## config.mk

```make
export PLATFORM = sky130hd
export DESIGN_NAME = binary_to_decimal_ascii
export DESIGN_NICKNAME = d
export VERILOG_FILES = /design/src/rtl/core/b2da_pkg.sv /design/src/rtl/core/b2da_datapath.sv /design/src/rtl/core/b2da_ctrl.sv /design/src/rtl/core/binary_to_decimal_ascii.sv
export SDC_FILE = /design/constraint.sdc
export NUM_CORES = 1
export LEC_CHECK = 0
export ABC_AREA = 1
export ABC_CLOCK_PERIOD_IN_PS = 3100
export BUFFER_PORTS_ARGS = -buffer_cell sky130_fd_sc_hd__buf_2
export CAP_MARGIN = 10
export CORE_MARGIN = 10
export CORE_UTILIZATION = 35
export CTS_CLUSTER_DIAMETER = 100
export DETAILED_ROUTE_END_ITERATION = 10
export PLACE_DENSITY = 0.49
export SYNTH_ARGS = -nofsm -noshare
export SYNTH_HDL_FRONTEND = slang
export SYNTH_SLANG_ARGS = --single-unit
```

## constraint.sdc

```tcl
create_clock -name clk_i -period 3.1 [get_ports clk_i]
set_input_delay 0.62 -clock clk_i [delete_from_list [all_inputs] [get_ports clk_i]]
set_output_delay 0.62 -clock clk_i [all_outputs]
set_load 0.02 [all_outputs]
```

## src/rtl/core/b2da_pkg.sv

```systemverilog
// Shared types and constants of the binary to decimal ASCII converter
`timescale 1ns / 1ps

package b2da_pkg;

  localparam int unsigned DATA_W     = 32;
  localparam int unsigned NUM_DIGITS = 10;
  localparam int unsigned DIGIT_IDX_W = $clog2(NUM_DIGITS);
  localparam int unsigned CNT_W      = $clog2(DATA_W);
  localparam int unsigned CHAR_W     = 6;
  localparam int unsigned LEN_W      = 4;

  localparam logic [CHAR_W-1:0] ASCII_ZERO  = 6'd48;
  localparam logic [CHAR_W-1:0] ASCII_MINUS = 6'd45;

  typedef enum logic [1:0] {
    CV_IDLE,
    CV_SHIFT,
    CV_DONE
  } conv_state_e;

  typedef struct packed {
    logic load_in;
    logic shift;
    logic load_emit;
    logic advance;
  } dp_cmd_t;

  typedef struct packed {
    logic last_char;
  } dp_status_t;

endpackage

```

## src/rtl/core/b2da_datapath.sv

```systemverilog
// Datapath: magnitude, bit-serial double dabble and character emit registers
`timescale 1ns / 1ps

module b2da_datapath (
  input  logic                           clk_i,
  input  logic [b2da_pkg::DATA_W-1:0]    value_bits_i,
  input  logic                           is_signed_i,
  input  b2da_pkg::dp_cmd_t              cmd_i,
  output b2da_pkg::dp_status_t           status_o,
  output logic [b2da_pkg::CHAR_W-1:0]    text_char_o,
  output logic                           is_last_o,
  output logic [b2da_pkg::LEN_W-1:0]     text_length_o
);

  // Conversion side
  logic [b2da_pkg::DATA_W-1:0]              bin_q, bin_d;
  logic [b2da_pkg::NUM_DIGITS-1:0][3:0]     bcd_q, bcd_d;
  logic                                     neg_q, neg_d;

  // Emit side
  logic [b2da_pkg::NUM_DIGITS-1:0][3:0]     ebcd_q, ebcd_d;
  logic                                     eneg_q, eneg_d;
  logic [b2da_pkg::LEN_W-1:0]               elen_q, elen_d;
  logic [b2da_pkg::LEN_W-1:0]               eidx_q, eidx_d;

  logic                                     in_neg;
  logic [b2da_pkg::NUM_DIGITS-1:0][3:0]     adj;
  logic [4*b2da_pkg::NUM_DIGITS-1:0]        adj_flat;
  logic [b2da_pkg::LEN_W-1:0]               ndig;
  logic [b2da_pkg::LEN_W-1:0]               text_len;
  logic [b2da_pkg::LEN_W-1:0]               dsel_full;
  logic [b2da_pkg::DIGIT_IDX_W-1:0]         dsel;
  logic [3:0]                               cur_digit;

  assign in_neg = is_signed_i & value_bits_i[b2da_pkg::DATA_W-1];

  // Add 3 to every digit of 5 or more before the shift
  always_comb begin
    for (int i = 0; i < b2da_pkg::NUM_DIGITS; i++) begin
      adj[i] = (bcd_q[i] >= 4'd5) ? (bcd_q[i] + 4'd3) : bcd_q[i];
    end
  end

  assign adj_flat = adj;

  // Digit count: highest nonzero digit, at least one digit
  always_comb begin
    ndig = 4'd1;
    for (int i = 0; i < b2da_pkg::NUM_DIGITS; i++) begin
      if (bcd_q[i] != 4'd0) begin
        ndig = b2da_pkg::LEN_W'(i + 1);
      end
    end
    text_len = ndig + {{(b2da_pkg::LEN_W-1){1'b0}}, neg_q};
  end

  always_comb begin
    bin_d  = bin_q;
    bcd_d  = bcd_q;
    neg_d  = neg_q;
    ebcd_d = ebcd_q;
    eneg_d = eneg_q;
    elen_d = elen_q;
    eidx_d = eidx_q;
    if (cmd_i.load_in) begin
      bin_d = in_neg ? (~value_bits_i + 32'd1) : value_bits_i;
      bcd_d = '0;
      neg_d = in_neg;
    end else if (cmd_i.shift) begin
      bcd_d = {adj_flat[4*b2da_pkg::NUM_DIGITS-2:0], bin_q[b2da_pkg::DATA_W-1]};
      bin_d = {bin_q[b2da_pkg::DATA_W-2:0], 1'b0};
    end
    if (cmd_i.load_emit) begin
      ebcd_d = bcd_q;
      eneg_d = neg_q;
      elen_d = text_len;
      eidx_d = '0;
    end else if (cmd_i.advance) begin
      eidx_d = eidx_q + 4'd1;
    end
  end

  always_ff @(posedge clk_i) begin
    bin_q  <= bin_d;
    bcd_q  <= bcd_d;
    neg_q  <= neg_d;
    ebcd_q <= ebcd_d;
    eneg_q <= eneg_d;
    elen_q <= elen_d;
    eidx_q <= eidx_d;
  end

  // Character at position eidx: sign first, then digits from the top down
  assign dsel_full = elen_q - 4'd1 - eidx_q;
  assign dsel      = dsel_full[b2da_pkg::DIGIT_IDX_W-1:0];
  assign cur_digit = ebcd_q[dsel];

  always_comb begin
    if (eneg_q && (eidx_q == 4'd0)) begin
      text_char_o = b2da_pkg::ASCII_MINUS;
    end else begin
      text_char_o = b2da_pkg::ASCII_ZERO + {2'b00, cur_digit};
    end
  end

  assign is_last_o          = (eidx_q == (elen_q - 4'd1));
  assign text_length_o      = elen_q;
  assign status_o.last_char = is_last_o;

endmodule

```

## src/rtl/core/b2da_ctrl.sv

```systemverilog
// Controller: conversion sequencer and emit handshake
`timescale 1ns / 1ps

module b2da_ctrl (
  input  logic                   clk_i,
  input  logic                   rst_ni,
  input  logic                   in_valid_i,
  output logic                   in_stall_o,
  output logic                   out_valid_o,
  input  logic                   out_stall_i,
  input  b2da_pkg::dp_status_t   status_i,
  output b2da_pkg::dp_cmd_t      cmd_o
);

  b2da_pkg::conv_state_e          state_q, state_d;
  logic [b2da_pkg::CNT_W-1:0]     cnt_q, cnt_d;
  logic                           busy_q, busy_d;
  logic                           out_beat;

  assign out_valid_o = busy_q;
  assign out_beat    = busy_q & ~out_stall_i;

  always_ff @(posedge clk_i or negedge rst_ni) begin
    if (!rst_ni) begin
      state_q <= b2da_pkg::CV_IDLE;
      cnt_q   <= '0;
      busy_q  <= 1'b0;
    end else begin
      state_q <= state_d;
      cnt_q   <= cnt_d;
      busy_q  <= busy_d;
    end
  end

  always_comb begin
    state_d       = state_q;
    cnt_d         = cnt_q;
    busy_d        = busy_q;
    cmd_o         = '0;
    in_stall_o    = 1'b1;
    cmd_o.advance = out_beat;
    if (out_beat && status_i.last_char) begin
      busy_d = 1'b0;
    end
    case (state_q)
      b2da_pkg::CV_IDLE: begin
        in_stall_o = 1'b0;
        if (in_valid_i) begin
          cmd_o.load_in = 1'b1;
          cnt_d         = '0;
          state_d       = b2da_pkg::CV_SHIFT;
        end
      end
      b2da_pkg::CV_SHIFT: begin
        cmd_o.shift = 1'b1;
        cnt_d       = cnt_q + 1'b1;
        if (cnt_q == b2da_pkg::CNT_W'(b2da_pkg::DATA_W - 1)) begin
          state_d = b2da_pkg::CV_DONE;
        end
      end
      b2da_pkg::CV_DONE: begin
        // Hand the digits over once the emitter has drained
        if (!busy_q) begin
          cmd_o.load_emit = 1'b1;
          busy_d          = 1'b1;
          state_d         = b2da_pkg::CV_IDLE;
        end
      end
      default: begin
        state_d = b2da_pkg::CV_IDLE;
      end
    endcase
  end

endmodule

```

## src/rtl/core/binary_to_decimal_ascii.sv

```systemverilog
// Sequence: the input beat is taken, the 32 shift steps run, then the
// hand-over to the emit registers, after which the first character is valid.
// Each word runs load, 32-step shift-add-3 loop and hand-over; the next word
// converts while the previous text takes up to 11 output beats; output
// stalls that outlast the conversion hold the converter in its hand-over state.
// Reset: rst_ni is asynchronous, active low; it clears the sequencer and the
// emit-busy flag, leaving no item in flight.
`timescale 1ns / 1ps

// Top level: 32-bit word to decimal ASCII text, one character per beat
module binary_to_decimal_ascii (
  input  logic                           clk_i,
  input  logic                           rst_ni,
  input  logic                           in_valid_i,
  output logic                           in_stall_o,
  input  logic [b2da_pkg::DATA_W-1:0]    value_bits_i,
  input  logic                           is_signed_i,
  output logic                           out_valid_o,
  input  logic                           out_stall_i,
  output logic [b2da_pkg::CHAR_W-1:0]    text_char_o,
  output logic                           is_last_o,
  output logic [b2da_pkg::LEN_W-1:0]     text_length_o
);

  // Commands from the sequencer, status back from the datapath
  b2da_pkg::dp_cmd_t    cmd;
  b2da_pkg::dp_status_t status;

  // Sequencer: takes a beat when idle, runs the 32 shift steps, then hands
  // the digits to the emit registers once the previous text has drained.
  b2da_ctrl u_ctrl (
    .clk_i       (clk_i),
    .rst_ni      (rst_ni),
    .in_valid_i  (in_valid_i),
    .in_stall_o  (in_stall_o),
    .out_valid_o (out_valid_o),
    .out_stall_i (out_stall_i),
    .status_i    (status),
    .cmd_o       (cmd)
  );

  // Datapath: the magnitude is formed in 32 unsigned bits, so the most
  // negative signed word converts without overflow. The emit registers
  // are separate from the conversion registers, so the next word converts
  // while the current text goes out.
  b2da_datapath u_datapath (
    .clk_i         (clk_i),
    .value_bits_i  (value_bits_i),
    .is_signed_i   (is_signed_i),
    .cmd_i         (cmd),
    .status_o      (status),
    .text_char_o   (text_char_o),
    .is_last_o     (is_last_o),
    .text_length_o (text_length_o)
  );

endmodule

```

* After elaboration in Yosys (flattened, before gate mapping)
Cells that the tools add are included.
** Storage, ports and cells
- Register bits after elaboration :: 130
- Output and inout port bits :: 13
- Bits of input ports :: 37
** Operators by class
- Bitwise gates (word level) :: 4
- Magnitude comparators :: 11
- $add $sub $neg :: 17
- Eq/ne operators :: 7
- Reductions and logical operators :: 17
- Multiplexer cells :: 40
** Operators with widths (number)
- two-way mux 32 bit :: 3
- two-way mux 4 bit :: 13
- greater-or-equal comparator 4 x 3 -> 1 bit, second input constant :: 10
- adder 4 x 2 -> 4 bit, second input constant :: 9
- nonzero test 4 bit :: 9
- adder 32 x 1 -> 32 bit, second input constant :: 1
- inverter 32 bit :: 1
- binary-select mux 4 bit (select 4 bit) :: 1
- two-way mux 3 bit :: 5
- two-way mux 2 bit :: 5
- one-hot mux 5 bit (2 select lines) :: 1
- two-way mux 1 bit :: 9
- adder 5 x 5 -> 6 bit, first input constant :: 1
- two-way mux 6 bit :: 1
- one-hot mux 2 bit (3 select lines) :: 1
- adder 5 x 1 -> 5 bit, second input constant :: 1
- == test 5 bit, second input constant :: 1
- less-than comparator 4 x 5 -> 1 bit, second input constant :: 1
- two-way mux 5 bit :: 1
- adder 4 x 1 -> 4 bit :: 1
- adder 4 x 1 -> 4 bit, second input constant :: 1
- == test 4 bit :: 1
- zero test 4 bit :: 1
- inequality test 2 bit, second input constant :: 2
- 13 further kinds :: 16

* Logic depth before layout (Yosys ltp)
- Depth after elaboration :: 11
- Mapped depth :: 13

* By module
A second synthesis with hierarchy kept.
** Unflattened totals
- Cells, all modules :: 866
- Area, all modules :: 7173.1 um2
** Modules (own cells, without submodules)
- b2da_datapath :: seq. area each 3223.1 um2, cells each 816, times used 1, area an instance 6760.2 um2
- b2da_ctrl :: seq. area each 200.2 um2, cells each 50, times used 1, area an instance 412.9 um2

* Worst setup path before layout
OpenSTA, ideal clock, no wires.
- Path kind :: register to output
- From :: reg u_datapath.elen_q (netlist bit u_datapath.text_length_o[0])
- To :: out text_char_o[1] (netlist bit)
- Path buffers :: 0
- Path slack :: 34 ps
- Cell stages (with the launch flop) :: 11
- Data arrival time :: 2446 ps
- Path through :: edfxtp_1 -> inv_1 -> ha_1 -> fa_1 -> inv_1 -> o21ai_0 -> a21oi_1 -> or2_2 -> inv_1 -> nor2_1 -> nor2_1
** On the way
- Longest elaborated chain between the ends :: 6
** RTL lines
- start: declaration :: RTL line b2da_datapath.sv:23 : logic [b2da_pkg::LEN_W-1:0] elen_q, elen_d;
- start signal: assignment :: RTL line b2da_datapath.sv:89 : elen_q <= elen_d;
- subtractor 4 x 1 -> 4 bit :: RTL line b2da_datapath.sv:94 : assign dsel_full = elen_q - 4'd1 - eidx_q;
- subtractor 4 bit :: RTL line b2da_datapath.sv:94
- binary-select mux 4 bit (select 4 bit) :: RTL line b2da_datapath.sv:96 : assign cur_digit = ebcd_q[dsel];
- two-way mux 4 bit (implied by the code) :: RTL line b2da_datapath.sv:96
- adder 5 x 5 -> 6 bit :: RTL line b2da_datapath.sv:102 : text_char_o = b2da_pkg::ASCII_ZERO + {2'b00, cur_digit};
- two-way mux 6 bit :: RTL line b2da_datapath.sv:99 : if (eneg_q && (eidx_q == 4'd0)) begin
- end: declaration :: RTL line binary_to_decimal_ascii.sv:20 : output logic [b2da_pkg::CHAR_W-1:0] text_char_o,
Every way passes these cells. The select of a mux whose other input is x is not followed.

* Worst setup path in the final report
Ends and elaborated chain as after synthesis.

==> impl_metrics.ini <==
[grt]
grt_pass1_vias = 5544
grt_pass1_wl_mm = 28.7
antenna_found_initial = 0
grt_usage_pct = 13.4
grt_max_degree = 46
grt-ovfl-total = 0

[route]
drt-initial-drc-count = 304
viasPerCell = 4.81
vias = 5616
wl_per_cell_um = 14.6
antenna_left = 0
drc = 0
dr.pass1.iters = 7
wirelength_mm = 17.1

[floorplanning]
ioPinCount = 50
die_x_um = 162
die_h_um = 162
die-area_mm2 = 0.0262
placeableCoreArea_mm2 = 0.0196
initial_utilization_pct = 35.9
std_cell_rows = 51

[layout]
multi_input_area_mm2 = 0.00333
fin_cells = 1168
num-nets-final = 959
drive_above_1_share_pct = 17.1
fillers = 1973
regArea_mm2 = 0.00342
syn2layout_area_growth_pct = 19.5
diodes = 0

[place]
dp_hpwl_mm = 12.3
dp.cells = 1127
io_buffers = 48
place.gp.congestion = 0.905

[synthesis]
yosysUniqueCellTypes = 42
synthCells = 827
yosys.area_share.simple_pct = 21.4
synth_top_family_by_area = simple AND/OR/NAND/NOR gates
synth_top_area_share_pct = 33.3
synth_mux_area_share_pct = 0
synth_edf_count = 78
synthFlopType = edfxtp_1
synth_common_cells = nand2_1, nor2_1, o21ai_0, edfxtp_1, inv_1
syn_area_per_cell_um2 = 8.50
synth_area_leaders = edfxtp_1, dfxtp_1, nand2_1
async_reset_ff_share_pct = 6.15
synth-seq-area-share_pct = 48.7
synth-adder-area-share_pct = 5.80
synth_seq_cells = 130
synth.most_common_cell = nand2_1
synth-compound-area-share_pct = 13.6
syn_nets = 896
synth_top_area_cell = edfxtp_1
synth_xor_xnor_area_share_pct = 4.31
synth_area_mm2 = 0.00703
yosysWarningCount = 0

[sta]
timing.fmax_mhz = 318
fin_crit_ps = 3140
post-route-period-util_pct = 101
fin_skew_ps = 13.5
slew_headroom_pct = 62.3
rsz0062_at_grt = true
worstMarginPinSlew_ps = 565
setup_viol = 2
tns_ps = -59.2
setup_slack_ps = -41.5
hold_viol = 0
maxSlewViolCount = 0

[power]
p_comb_share_pct = 38.5
intPower_w = 0.00461
peakVddDrop_mv = 0.404
p_leak_nw = 3.51
powerDensity_mw_per_mm2 = 889
pwr-share-clk_pct = 26.2
p_sw_share_pct = 38.2
seq_power_share_pct = 35.2
netSwitchingPower_w = 0.00286

[clock_tree]
h-tree-depth = 4
clk_latency_ps = 420
cts_tree = built
cts_buffers = 17
clk_pin_slew_ps = 70
clockBufferDepth = 2
cts_hold_buffers = 0
root_buffer = clkbuf_16
cts.sinks = 130

[run_status]
status = complete, but fails checks
violations = negative setup slack

[setup_path]
crit_type = flip-flop to output port
crit_fanout = 8
cp_data_required_time_ps = 2480
start_kind = flip-flop
arrival_ps = 2520
critPathCaptureType = output port

[run]
maxCapViolations = 0

[worst_hold_path]
hold_class = input port to asynchronous set/reset pin
placed cells by master, fill, tap and decap left out, drive strengths merged, types with 8 or more instances in the layout:
| cell type | synthesis | routed |
|---|---|---|
| inv | 82 | 91 |
| nand2 | 189 | 189 |
| o21ai | 96 | 96 |
| nand3 | 55 | 55 |
| nor2 | 93 | 93 |
| o22ai | 9 | 9 |
| xor2 | 25 | 25 |
| edfxtp | 78 | 78 |
| ha | 31 | 31 |
| clkbuf | 4 | 17 |
| dfxtp | 44 | 44 |
| buf | 19 | 67 |
| nand4 | 8 | 8 |
| dfrtp | 8 | 8 |
| a21oi | 39 | 39 |
per-stage QoR:
stage               setup slack (ps)  hold WS [ps]  total power (W)  area, µm²  util, %
global route                    -165          19.7          0.00807       8400     42.9
CTS                            -30.6          23.8          0.00738       8270     42.2
global placement                 213           451          0.00515       7570     38.6
floorplan                       34.5           324          0.00445       7030        -
finish                         -41.5          29.0          0.00747       8400     42.9
detailed placement               163           454          0.00516       7570     38.6
worst max-delay path, stage by stage (launching register included):
cell and delay [ps]:
edfxtp_1 430, inv_2 100, ha_4 210, fa_2 560, buf_6 150, nand3_1 80, a21oi_1 140, or2_4 130
inv_2 20, nor2_1 80, nor2_1 50, buf_4 150
cells by family (layout without fill, tap and decap cells):
| kind of cell | after synthesis | after routing |
|---|---|---|
| AO/OA/AOI/OAI | 172 | 172 |
| XOR/XNOR | 32 | 32 |
| adder cells (fa/ha/maj) | 32 | 32 |
| buffers and inverters | 105 | 181 |
| flip-flops | 130 | 130 |
| other | 1 | 1 |
| AND/OR/NAND/NOR | 355 | 355 |
worst paths after layout:
kind / from / end / slack, ps / cells after the start
setup / recovery: u_datapath.text_length_o[0] / text_char_o[1] / -40 / 11
hold / removal: rst_ni / u_ctrl.cnt_q[4] / 30 / 1
setup reg to reg: u_datapath.bcd_q[4] / u_datapath.text_length_o[2] / 870 / 11
hold reg to reg: u_datapath.bcd_q[36] / u_datapath.ebcd_q[36] / 450 / 0
max in group asynchronous: rst_ni / u_ctrl.out_valid_o / 2890 / 1
min in group clk_i: u_datapath.bcd_q[36] / u_datapath.ebcd_q[36] / 450 / 0
state kept, by name, indices dropped and copies added, names as in the netlist:
| name | cells |
|---|---|
| u_ctrl.state_q | 2 |
| u_datapath.bcd_q | 40 |
| u_datapath.bin_q | 32 |
| u_ctrl.out_valid_o | 1 |
| u_datapath.eneg_q | 1 |
| u_datapath.text_length_o | 4 |
| u_datapath.ebcd_q | 40 |
| u_datapath.neg_q | 1 |
| u_ctrl.cnt_q | 5 |
| u_datapath.eidx_q | 4 |
layout make-up:
cell class                      instances  area share [%]
Tap cell                              265            3.95
Sequential cell                       130            40.8
Clock inverter                         15            1.88
Clock buffer                           17            5.06
Timing Repair Buffer                   67            5.08
Multi-Input combinational cell        592            39.6
Inverter                               82            3.66
metal layers:
| metal | up-vias | track usage (%) | part of all wire [%] |
|---|---|---|---|
| met4 | 0 | 2.98 | 0.83 |
| li1 | 2921 | - | - |
| met2 | 93 | 21.3 | 46 |
| met1 | 2591 | 17.8 | 50 |
| met5 | - | 0 | 0 |
| met3 | 11 | 3.84 | 3.8 |
timing repair:
| action | CTS | global route |
|---|---|---|
| resized for setup | 24 | 32 |
| setup endpoints to repair | 4 | 5 |
| buffers inserted | 7 | 2 |
| pin swaps | 19 | 23 |
power by group through the flow:
stage / logic (W) / clock network [W] / registers, W
final: 0.00288 / 0.00196 / 0.00263
after detailed placement: 0.00249 / 0 / 0.00266
after global placement: 0.00249 / 0 / 0.00266
after global routing: 0.00328 / 0.00210 / 0.00269
after floorplan: 0.00187 / 0 / 0.00258
after CTS: 0.00274 / 0.00201 / 0.00263
No activity file was read; power rests on OpenSTA's default activity.
